`src/idkp_pkg.sv`:
```
package idkp_pkg;

  localparam int BYTE_W = 8;
  localparam int VALUE_W = 64;
  localparam int OFFSET_W = 13;
  localparam int STATUS_W = 3;
  localparam int DIGIT_W = 4;
  localparam int DEFAULT_MAX_LENGTH = 4096;
  localparam int QUEUE_DEPTH = 2;

  localparam logic [BYTE_W-1:0] MARKER_BYTE = 8'd7;
  localparam logic [BYTE_W-1:0] SPACE_BYTE = 8'd32;
  localparam logic [BYTE_W-1:0] PLUS_BYTE = 8'd43;
  localparam logic [BYTE_W-1:0] MINUS_BYTE = 8'd45;

  typedef enum logic [2:0] {
    CLS_MARKER,
    CLS_SPACE,
    CLS_HIGH,
    CLS_PLUS,
    CLS_MINUS,
    CLS_DIGIT,
    CLS_OTHER
  } cls_t;

  typedef enum logic [2:0] {
    PH_FIRST,
    PH_SKIP,
    PH_SPACE,
    PH_SIGNED,
    PH_DIGITS,
    PH_DONE
  } phase_t;

  typedef enum logic [STATUS_W-1:0] {
    ST_EMPTY,
    ST_NAME,
    ST_SHORT,
    ST_LOCALE,
    ST_NODIGIT,
    ST_RANGE,
    ST_ID
  } status_t;

  // One classified word, as it travels from the front to the back.
  typedef struct packed {
    logic                used;     // byte counts: before the first NUL
    logic                last;
    cls_t                cls;
    logic [DIGIT_W-1:0]  digit;
    logic [OFFSET_W-1:0] end_pos;  // saturated offset just past this byte
  } tok_t;

  // Queue handshake between front and back.
  typedef struct packed {
    logic push;
    logic pop;
  } q_ctl_t;

  typedef struct packed {
    logic full;
    logic empty;
  } q_sts_t;

endpackage

```
`src/idkp_byte_if.sv`:
```
interface idkp_byte_if;
  logic                         valid;
  logic                         ready;
  logic [idkp_pkg::BYTE_W-1:0]  byte_in;
  logic                         last_byte;

  modport source (output valid, output byte_in, output last_byte, input ready);
  modport sink (input valid, input byte_in, input last_byte, output ready);
endinterface

```
`src/idkp_result_if.sv`:
```
interface idkp_result_if;
  logic                           valid;
  logic                           ready;
  logic [idkp_pkg::STATUS_W-1:0]  key_status;
  logic [idkp_pkg::VALUE_W-1:0]   id_value;
  logic [idkp_pkg::OFFSET_W-1:0]  end_offset;

  modport source (output valid, output key_status, output id_value, output end_offset,
                  input ready);
  modport sink (input valid, input key_status, input id_value, input end_offset,
                output ready);
endinterface

```
`src/idkp_front.sv`:
```
module idkp_front #(
  parameter int MAX_LENGTH = idkp_pkg::DEFAULT_MAX_LENGTH
) (
  input  logic               clk,
  input  logic               rst,
  idkp_byte_if.sink          stream,
  input  idkp_pkg::q_sts_t   q_sts,
  output logic               push,
  output idkp_pkg::tok_t     tok
);

  localparam int POS_W = $clog2(MAX_LENGTH + 1);
  localparam logic [POS_W-1:0] MAX_POS = POS_W'(MAX_LENGTH);
  localparam logic [POS_W-1:0] NEAR_MAX = POS_W'(MAX_LENGTH - 1);

  logic             nul_seen;
  logic [POS_W-1:0] pos;
  logic [POS_W-1:0] end_full;
  logic             take;

  assign stream.ready = !q_sts.full;
  assign take = stream.valid && stream.ready;
  assign push = take;

  always_comb begin
    tok.cls = idkp_pkg::CLS_OTHER;
    if (stream.byte_in == idkp_pkg::MARKER_BYTE) begin
      tok.cls = idkp_pkg::CLS_MARKER;
    end else if (stream.byte_in == idkp_pkg::SPACE_BYTE || stream.byte_in inside {[9:13]}) begin
      tok.cls = idkp_pkg::CLS_SPACE;
    end else if (stream.byte_in[idkp_pkg::BYTE_W-1]) begin
      tok.cls = idkp_pkg::CLS_HIGH;
    end else if (stream.byte_in == idkp_pkg::PLUS_BYTE) begin
      tok.cls = idkp_pkg::CLS_PLUS;
    end else if (stream.byte_in == idkp_pkg::MINUS_BYTE) begin
      tok.cls = idkp_pkg::CLS_MINUS;
    end else if (stream.byte_in inside {[48:57]}) begin
      tok.cls = idkp_pkg::CLS_DIGIT;
    end
    end_full = (pos >= NEAR_MAX) ? MAX_POS : pos + POS_W'(1);
    tok.digit = stream.byte_in[idkp_pkg::DIGIT_W-1:0];
    tok.end_pos = idkp_pkg::OFFSET_W'(end_full);
    tok.used = !nul_seen && (stream.byte_in != '0);
    tok.last = stream.last_byte;
  end

  // Track the first NUL and the saturating byte position; clear on the last word.
  always_ff @(posedge clk) begin
    if (rst) begin
      nul_seen <= 1'b0;
      pos <= '0;
    end else if (take) begin
      if (stream.last_byte) begin
        nul_seen <= 1'b0;
        pos <= '0;
      end else if (!nul_seen) begin
        if (stream.byte_in == '0) begin
          nul_seen <= 1'b1;
        end else if (pos < MAX_POS) begin
          pos <= pos + POS_W'(1);
        end
      end
    end
  end

endmodule

```
`src/idkp_queue.sv`:
```
module idkp_queue (
  input  logic               clk,
  input  logic               rst,
  input  idkp_pkg::q_ctl_t   q_ctl,
  input  idkp_pkg::tok_t     wr_tok,
  output idkp_pkg::q_sts_t   q_sts,
  output idkp_pkg::tok_t     rd_tok
);

  localparam int PTR_W = (idkp_pkg::QUEUE_DEPTH > 1) ? $clog2(idkp_pkg::QUEUE_DEPTH) : 1;
  localparam int CNT_W = $clog2(idkp_pkg::QUEUE_DEPTH + 1);
  localparam logic [PTR_W-1:0] LAST_PTR = PTR_W'(idkp_pkg::QUEUE_DEPTH - 1);
  localparam logic [CNT_W-1:0] DEPTH_CNT = CNT_W'(idkp_pkg::QUEUE_DEPTH);

  idkp_pkg::tok_t   slots [idkp_pkg::QUEUE_DEPTH];
  logic [PTR_W-1:0] wr_ptr;
  logic [PTR_W-1:0] rd_ptr;
  logic [CNT_W-1:0] count;

  assign q_sts.full = (count == DEPTH_CNT);
  assign q_sts.empty = (count == '0);
  assign rd_tok = slots[rd_ptr];

  always_ff @(posedge clk) begin
    if (q_ctl.push) begin
      slots[wr_ptr] <= wr_tok;
    end
  end

  always_ff @(posedge clk) begin
    if (rst) begin
      wr_ptr <= '0;
      rd_ptr <= '0;
      count <= '0;
    end else begin
      if (q_ctl.push) begin
        wr_ptr <= (wr_ptr == LAST_PTR) ? '0 : wr_ptr + PTR_W'(1);
      end
      if (q_ctl.pop) begin
        rd_ptr <= (rd_ptr == LAST_PTR) ? '0 : rd_ptr + PTR_W'(1);
      end
      if (q_ctl.push && !q_ctl.pop) begin
        count <= count + CNT_W'(1);
      end else if (q_ctl.pop && !q_ctl.push) begin
        count <= count - CNT_W'(1);
      end
    end
  end

endmodule

```
`src/idkp_back.sv`:
```
module idkp_back (
  input  logic               clk,
  input  logic               rst,
  input  idkp_pkg::tok_t     tok,
  input  idkp_pkg::q_sts_t   q_sts,
  output logic               pop,
  idkp_result_if.source      result
);

  localparam int VW = idkp_pkg::VALUE_W;

  idkp_pkg::phase_t            phase, phase_next;
  logic [VW-1:0]               acc, acc_next;
  logic [VW-1:0]               nacc, nacc_next;
  logic                        ovf, ovf_next;
  logic                        neg, neg_next;
  idkp_pkg::status_t           outcome, outcome_next;
  logic [idkp_pkg::OFFSET_W-1:0] dend, dend_next;

  logic [VW+3:0]               prod;
  logic [VW-1:0]               nprod;
  logic                        ovf_hit;
  logic                        do_take;
  idkp_pkg::status_t           status;
  logic [VW-1:0]               value;
  logic [idkp_pkg::OFFSET_W-1:0] offset;

  logic                        res_valid;
  idkp_pkg::status_t           res_status;
  logic [VW-1:0]               res_value;
  logic [idkp_pkg::OFFSET_W-1:0] res_offset;

  // Hold a last word at the head while the previous result waits; advance all others.
  assign pop = !q_sts.empty && (!tok.last || !res_valid || result.ready);

  assign result.valid = res_valid;
  assign result.key_status = res_status;
  assign result.id_value = res_value;
  assign result.end_offset = res_offset;

  always_comb begin
    // Multiply by ten as two shifts; carry out of 64 bits means overflow.
    prod = ({4'b0, acc} << 3) + ({4'b0, acc} << 1) + (VW+4)'(tok.digit);
    nprod = (nacc << 3) + (nacc << 1) - VW'(tok.digit);
    ovf_hit = (prod[VW+3:VW] != 4'b0);

    phase_next = phase;
    acc_next = acc;
    nacc_next = nacc;
    ovf_next = ovf;
    neg_next = neg;
    outcome_next = outcome;
    dend_next = dend;
    do_take = 1'b0;

    if (tok.used) begin
      case (phase)
        idkp_pkg::PH_FIRST: begin
          if (tok.cls != idkp_pkg::CLS_MARKER) begin
            outcome_next = idkp_pkg::ST_NAME;
            phase_next = idkp_pkg::PH_DONE;
          end else begin
            phase_next = idkp_pkg::PH_SKIP;
          end
        end
        idkp_pkg::PH_SKIP: begin
          phase_next = idkp_pkg::PH_SPACE;
        end
        idkp_pkg::PH_SPACE: begin
          case (tok.cls)
            idkp_pkg::CLS_SPACE: begin
            end
            idkp_pkg::CLS_HIGH: begin
              outcome_next = idkp_pkg::ST_LOCALE;
              phase_next = idkp_pkg::PH_DONE;
            end
            idkp_pkg::CLS_PLUS, idkp_pkg::CLS_MINUS: begin
              neg_next = (tok.cls == idkp_pkg::CLS_MINUS);
              phase_next = idkp_pkg::PH_SIGNED;
            end
            idkp_pkg::CLS_DIGIT: begin
              do_take = 1'b1;
            end
            default: begin
              outcome_next = idkp_pkg::ST_NODIGIT;
              phase_next = idkp_pkg::PH_DONE;
            end
          endcase
        end
        idkp_pkg::PH_SIGNED: begin
          if (tok.cls == idkp_pkg::CLS_DIGIT) begin
            do_take = 1'b1;
          end else begin
            outcome_next = idkp_pkg::ST_NODIGIT;
            phase_next = idkp_pkg::PH_DONE;
          end
        end
        idkp_pkg::PH_DIGITS: begin
          if (tok.cls == idkp_pkg::CLS_DIGIT) begin
            do_take = 1'b1;
          end else begin
            outcome_next = ovf ? idkp_pkg::ST_RANGE : idkp_pkg::ST_ID;
            phase_next = idkp_pkg::PH_DONE;
          end
        end
        default: begin
        end
      endcase
    end

    // Advance the value and its negation side by side; hold both once overflowed.
    if (do_take) begin
      if (ovf_hit) begin
        ovf_next = 1'b1;
      end else if (!ovf) begin
        acc_next = prod[VW-1:0];
        nacc_next = nprod;
      end
      dend_next = tok.end_pos;
      phase_next = idkp_pkg::PH_DIGITS;
    end

    case (phase_next)
      idkp_pkg::PH_FIRST:  status = idkp_pkg::ST_EMPTY;
      idkp_pkg::PH_SKIP:   status = idkp_pkg::ST_SHORT;
      idkp_pkg::PH_SPACE:  status = idkp_pkg::ST_NODIGIT;
      idkp_pkg::PH_SIGNED: status = idkp_pkg::ST_NODIGIT;
      idkp_pkg::PH_DIGITS: status = ovf_next ? idkp_pkg::ST_RANGE : idkp_pkg::ST_ID;
      default:             status = outcome_next;
    endcase

    value = '0;
    offset = '0;
    if (status == idkp_pkg::ST_ID) begin
      value = neg_next ? nacc_next : acc_next;
      offset = dend_next;
    end

    // Drop all parse state after the last word.
    if (tok.last) begin
      phase_next = idkp_pkg::PH_FIRST;
      acc_next = '0;
      nacc_next = '0;
      ovf_next = 1'b0;
      neg_next = 1'b0;
      outcome_next = idkp_pkg::ST_EMPTY;
      dend_next = '0;
    end
  end

  always_ff @(posedge clk) begin
    if (rst) begin
      phase <= idkp_pkg::PH_FIRST;
      acc <= '0;
      nacc <= '0;
      ovf <= 1'b0;
      neg <= 1'b0;
      outcome <= idkp_pkg::ST_EMPTY;
      dend <= '0;
    end else if (pop) begin
      phase <= phase_next;
      acc <= acc_next;
      nacc <= nacc_next;
      ovf <= ovf_next;
      neg <= neg_next;
      outcome <= outcome_next;
      dend <= dend_next;
    end
  end

  always_ff @(posedge clk) begin
    if (rst) begin
      res_valid <= 1'b0;
    end else if (pop && tok.last) begin
      res_valid <= 1'b1;
    end else if (result.ready) begin
      res_valid <= 1'b0;
    end
  end

  always_ff @(posedge clk) begin
    if (pop && tok.last) begin
      res_status <= status;
      res_value <= value;
      res_offset <= offset;
    end
  end

endmodule

```
`src/identifier_decimal_key_parser.sv`:
```
// Identifier decimal key parser: takes an identifier one byte word per clock and, on the
// word flagged last, returns one result word with a status (empty, name key, too short,
// locale byte, no digits, out of range, numeric id), the 64-bit value (two's complement
// when a minus sign leads) and the offset just past the last digit, saturating at
// MAX_LENGTH and kept to 13 bits. A byte is accepted every clock; the front classifies
// it and the back folds it into the parse state, with a two-word queue between them.
// The result word is registered: the last byte is written into the queue, and when it
// reaches the head the back folds it in and loads the output register, unless an untaken
// result holds it there. The output register lets the next identifier stream in while
// a result waits to be taken; the input stalls only when a last byte is held at the head
// of the queue behind an untaken result and the queue has filled behind it.
module identifier_decimal_key_parser #(
  parameter int MAX_LENGTH = idkp_pkg::DEFAULT_MAX_LENGTH
) (
  input  logic           clk,
  input  logic           rst,
  idkp_byte_if.sink      stream,
  idkp_result_if.source  result
);

  idkp_pkg::q_ctl_t q_ctl;
  idkp_pkg::q_sts_t q_sts;
  idkp_pkg::tok_t   front_tok;
  idkp_pkg::tok_t   head_tok;
  logic             push;
  logic             pop;

  assign q_ctl.push = push;
  assign q_ctl.pop = pop;

  // Front: classify each byte, mark bytes from the first NUL as unused, and
  // attach the saturated end offset.
  idkp_front #(
    .MAX_LENGTH (MAX_LENGTH)
  ) u_front (
    .clk    (clk),
    .rst    (rst),
    .stream (stream),
    .q_sts  (q_sts),
    .push   (push),
    .tok    (front_tok)
  );

  // Queue: decouple the byte side from the result side.
  idkp_queue u_queue (
    .clk    (clk),
    .rst    (rst),
    .q_ctl  (q_ctl),
    .wr_tok (front_tok),
    .q_sts  (q_sts),
    .rd_tok (head_tok)
  );

  // Back: run the parse state machine, accumulate digits and register the result.
  idkp_back u_back (
    .clk    (clk),
    .rst    (rst),
    .tok    (head_tok),
    .q_sts  (q_sts),
    .pop    (pop),
    .result (result)
  );

endmodule
```
`src/flat_wrapper.sv`:
```
// flat-port wrapper written by rule: the top's interface ports become plain ports
module identifier_decimal_key_parser_flat 
#(
  parameter int MAX_LENGTH = idkp_pkg::DEFAULT_MAX_LENGTH
)
  (clk, rst, stream_valid, stream_byte_in, stream_last_byte, stream_ready, result_valid, result_key_status, result_id_value, result_end_offset, result_ready);
  idkp_byte_if stream_i ();
  idkp_result_if result_i ();
  input  logic clk;
  input  logic rst;
  input wire logic [$bits(stream_i.valid)-1:0] stream_valid;
  input wire logic [$bits(stream_i.byte_in)-1:0] stream_byte_in;
  input wire logic [$bits(stream_i.last_byte)-1:0] stream_last_byte;
  output wire logic [$bits(stream_i.ready)-1:0] stream_ready;
  output wire logic [$bits(result_i.valid)-1:0] result_valid;
  output wire logic [$bits(result_i.key_status)-1:0] result_key_status;
  output wire logic [$bits(result_i.id_value)-1:0] result_id_value;
  output wire logic [$bits(result_i.end_offset)-1:0] result_end_offset;
  input wire logic [$bits(result_i.ready)-1:0] result_ready;
  assign stream_i.valid = stream_valid;
  assign stream_i.byte_in = stream_byte_in;
  assign stream_i.last_byte = stream_last_byte;
  assign stream_ready = stream_i.ready;
  assign result_valid = result_i.valid;
  assign result_key_status = result_i.key_status;
  assign result_id_value = result_i.id_value;
  assign result_end_offset = result_i.end_offset;
  assign result_i.ready = result_ready;
  identifier_decimal_key_parser #(.MAX_LENGTH(MAX_LENGTH)) u_core (.clk(clk), .rst(rst), .stream(stream_i), .result(result_i));
endmodule
```
`config.mk`:
```
export PLATFORM = sky130hd
export DESIGN_NAME = identifier_decimal_key_parser_flat
export DESIGN_NICKNAME = d
export VERILOG_FILES = /design/src/idkp_pkg.sv /design/src/idkp_byte_if.sv /design/src/idkp_result_if.sv /design/src/idkp_front.sv /design/src/idkp_queue.sv /design/src/idkp_back.sv /design/src/identifier_decimal_key_parser.sv /design/src/flat_wrapper.sv
export SDC_FILE = /design/constraint.sdc
export NUM_CORES = 1
export LEC_CHECK = 0
export ABC_AREA = 1
export BUFFER_PORTS_ARGS = -buffer_cell sky130_fd_sc_hd__buf_2
export CORE_ASPECT_RATIO = 0.9
export CORE_MARGIN = 2
export CORE_UTILIZATION = 45
export CTS_CLUSTER_DIAMETER = 80
export DETAILED_ROUTE_END_ITERATION = 8
export PLACE_DENSITY = 0.59
export SYNTH_ARGS = -nofsm -noshare
export SYNTH_HDL_FRONTEND = slang
export SYNTH_SLANG_ARGS = --single-unit
```
`constraint.sdc`:
```
create_clock -name clk -period 4.8 [get_ports clk]
set_clock_uncertainty 0.15 [all_clocks]
set_input_delay 0.48 -clock clk [delete_from_list [all_inputs] [get_ports clk]]
set_output_delay 0.48 -clock clk [all_outputs]
set_load 0.05 [all_outputs]
```
==> flow_summary_export.csv <==
group,metric,value,unit
status,outcome,"complete, no violations",
clocking,ctsLongestPathBuffers,3,
floorplan,die_area,60900,um2
worst_hold_path,hp-class,"in -> reg",
clocking,clkLatencyLatePin,0.55,ns
clocking,cts_sinks,293,
sta,hold_violations,0,
synthesis,synth_edf_count,124,
global_route,grt_pass1_wl,146,mm
drt,vias,27200,
clocking,ctsHoldBuffers,0,
sta,setup_viol,0,
synthesis,syn_area,26500,um2
sta,rsz0062_at_grt,"false",
clocking,cts_tree,"built",
job,max_cap_viol_count,0,
critical_path,rrSetupSlack,0.32,ns
sta,final.setup.tns,0,ns
floorplan,start_util,45.4,%
floorplan,core,58300,um2
synthesis,ys.warnings.count,0,
drt,avgViaCountPerCell,5.31,
synthesis,async_flop_share,0,%
final_layout,post-route-util,50.3,%
power,power_leakage,15.8,nW
drt,ant_nets,0,
critical_path,worstSetupEndpointType,"flip-flop",
power,p_total,11.9,mW
sta,post-route-period-util,93.4,%
worst_hold_path,hold_depth,1,
sta,finalMaxSlewViolations,0,
synthesis,synth_ff_type,"dfxtp_1",
floorplan,die_h,234,um
power,powerDensity,405,nW/um2
critical_path,worst_setup_path_start_kind,"flip-flop",
final_layout,syn_to_final_growth,10.6,%
sta,max_slew_margin,41.6,%
drt,wl,96.6,mm
critical_path,crit_type,"reg -> reg",
synthesis,syn_avg_cell_area,6.24,um2
drt,drc_errors,0,
critical_path,worst-r2r-cell-count,24,
synthesis,yosysSeqAreaShare,26.8,%
drt,wl_per_cell,18.9,um
global_route,gr-usage-all-layers,31.1,%
floorplan,rows,84,
sta,holdWs,0.0326,ns
global_route,grt_pass1_vias,25100,
critical_path,worstPathArrival,4.64,ns
synthesis,synth_nets,4518,
global_route,grt_overflow,0,
sta,layout_min_cycle_time,4.48,ns
drt,drt_iter0_drc,2783,
synthesis,synth_cells,4249,
critical_path,worstPathRequired,4.96,ns
global_route,antenna_found_initial,0,
global_route,grt_max_degree,150,
clocking,cts_root_buf,"clkbuf_16",
power,vdd_drop_max,0.447,mV
critical_path,r2r_end,"u_core.u_back.result.id_value[63]$_SDFFCE_PP0P_",
final_layout,diodes,0,
placement,globalplace.congestion,1.02,
critical_path,crit_end,"u_core.u_back.result.id_value[63]$_SDFFCE_PP0P_",
clocking,cts_made_buffers,36,
final_layout,drive_gt1_share,7.49,%
synthesis,ys_ff_latch,293,
placement,dp_hpwl,75.8,mm
synthesis,synthDistinctLibCells,54,
floorplan,die_w,260,um
clocking,ctsHtreeMaxLevel,2,
final_layout,fin_nets,4593,
floorplan,pin_count,95,
sta,fmax,0.223,GHz
critical_path,worstPathMaxFanout,5,
placement,io_buffers,94,
clocking,clkTransAtPathRegs,0.06,ns
sta,worst_pin_slew,0.876,ns
drt,drtPass1Iterations,6,
placed cells by master, fill, tap and decap left out, types with 10 or more instances in the layout:
master,synthesis,layout
a21oi_1,316,316
a31oi_1,10,10
buf_12,0,11
buf_2,24,93
buf_4,8,45
clkbuf_16,0,39
dfxtp_1,169,168
edfxtp_1,124,124
ha_1,252,251
inv_1,654,653
inv_2,30,30
nand2_1,1423,1422
nand2_2,23,24
nand3_1,314,308
nand3_2,11,16
nand3b_1,15,15
nand4_1,21,21
nor2_1,391,386
nor3_1,39,39
o21ai_0,128,126
o21bai_1,26,26
or2_2,18,18
xnor2_1,24,24
xor2_1,61,61
synthesized netlist by cell type (10+ instances only):
cell type / count / area (um2)
buf_1: 13 / 48.8
nor2_1: 391 / 1470
buf_2: 24 / 120
nand3_2: 11 / 110
inv_1: 654 / 2450
nor3_1: 39 / 195
nand2_1: 1423 / 5340
o21bai_1: 26 / 195
nand3b_1: 15 / 113
a21oi_1: 316 / 1580
inv_2: 30 / 113
a31oi_1: 10 / 62.6
clkbuf_1: 65 / 244
xor2_1: 61 / 534
nand2_2: 23 / 144
ha_1: 252 / 3150
xnor2_1: 24 / 210
dfxtp_1: 169 / 3380
nand3_1: 314 / 1570
or2_2: 18 / 113
o21ai_0: 128 / 641
edfxtp_1: 124 / 3720
nand4_1: 21 / 131
report_power, final:
part	switching [mW]	internal, mW	total [mW]	leakage, nW
sequential	0.194	3.00	3.19	2.54
clock	1.15	1.57	2.72	0.563
combinational	4.50	1.47	5.98	12.7
total	5.84	6.05	11.9	15.8
worst max-delay path: stages, from the launching register on:
cell	delay [ns]
dfxtp_2	0.36
clkinv_1	0.11
or2_2	0.28
o21ai_0	0.08
buf_4	0.17
inv_1	0.05
fa_1	0.47
inv_1	0.04
ha_1	0.40
buf_4	0.17
nand3_1	0.07
nand2_1	0.15
nand2_1	0.07
nand2_1	0.15
inv_1	0.07
o21ai_0	0.34
nand2_1	0.11
nand2_1	0.24
nand3_1	0.17
nand3b_1	0.11
nand2_1	0.14
nand3_2	0.11
nand3_1	0.08
nand2_1	0.10
nor2_1	0.05
flip-flops by register name (all words and copies together), names as in the netlist, named ones only:
register	cells
u_core.u_queue.count	2
u_core.u_back.phase	3
u_core.u_back.neg	1
u_core.u_back.result.valid	1
u_core.u_front.pos	13
u_core.u_back.result.id_value	64
u_core.u_back.outcome	3
u_core.u_back.ovf	1
u_core.u_back.dend	13
u_core.u_back.nacc	64
u_core.u_back.result.key_status	3
u_core.u_queue.wr_ptr	1
u_core.u_queue.rd_ptr	1
u_core.u_back.acc	64
u_core.u_queue.slots	44
u_core.u_back.result.end_offset	13
u_core.u_front.nul_seen	1
cell type report:
| type | count | area, um2 |
|---|---|---|
| timing repair buffer | 155 | 1160 |
| fill | 6269 | 29000 |
| multi-input combinational | 3153 | 16400 |
| sequential | 293 | 7110 |
| tap | 774 | 968 |
| clock inverter | 20 | 204 |
| clock buffer | 45 | 945 |
| inverter | 685 | 2570 |
routing by layer:
metal	track usage [%]	part of all wire, %
met5	0	0
met3	4.06	7.6
met4	6.45	1.9
met2	46.5	42
met1	47.2	49
repair_timing:
item                                    in CTS  in global routing
endpoints found under the hold margin        0                  0
endpoints found under the setup margin       0                164
gates resized for setup                      0                 16
buffers inserted                             0                  4
cells by family (layout without fill, tap and decap cells):
kind of cell	count (synthesis)	count (layout)	synth area share (%)
flops	293	293	26.8
buf+inv	803	905	11.9
compound gates	527	527	10.8
mux	1	1	0.0378
simple gates	2284	2284	35.5
xor+xnor	85	85	2.81
fa+ha+maj	256	256	12.2
how the worst min path moves through the flow:
stage / start / to
2_1_floorplan: u_core.u_queue.rd_ptr$_SDFFE_PP0P_ / flip-flop
3_3_place_gp: u_core.u_queue.rd_ptr$_SDFFE_PP0P_ / u_core.u_queue.rd_ptr$_SDFFE_PP0P_
3_5_place_dp: u_core.u_queue.rd_ptr$_SDFFE_PP0P_ / u_core.u_queue.rd_ptr$_SDFFE_PP0P_
4_1_cts: stream_last_byte / u_core.u_queue.slots[0][20]$_DFFE_PP_
5_1_grt: stream_last_byte / u_core.u_queue.slots[0][20]$_DFFE_PP_
6_report: stream_last_byte / u_core.u_queue.slots[0][20]$_DFFE_PP_
through the flow:
stage / cell area [um2] / std cells / worst slack, ns
final: 29300 / 5125 / 0.319
after detailed placement: 28000 / 5053 / 0.115
after global routing: 29300 / 5125 / 0.0195
after CTS: 29100 / 5118 / 0.0737
after global placement: 28000 / 5053 / 0.183
after floorplan: 26500 / 4249 / 0.426
Power figures use the tool's default switching activity.
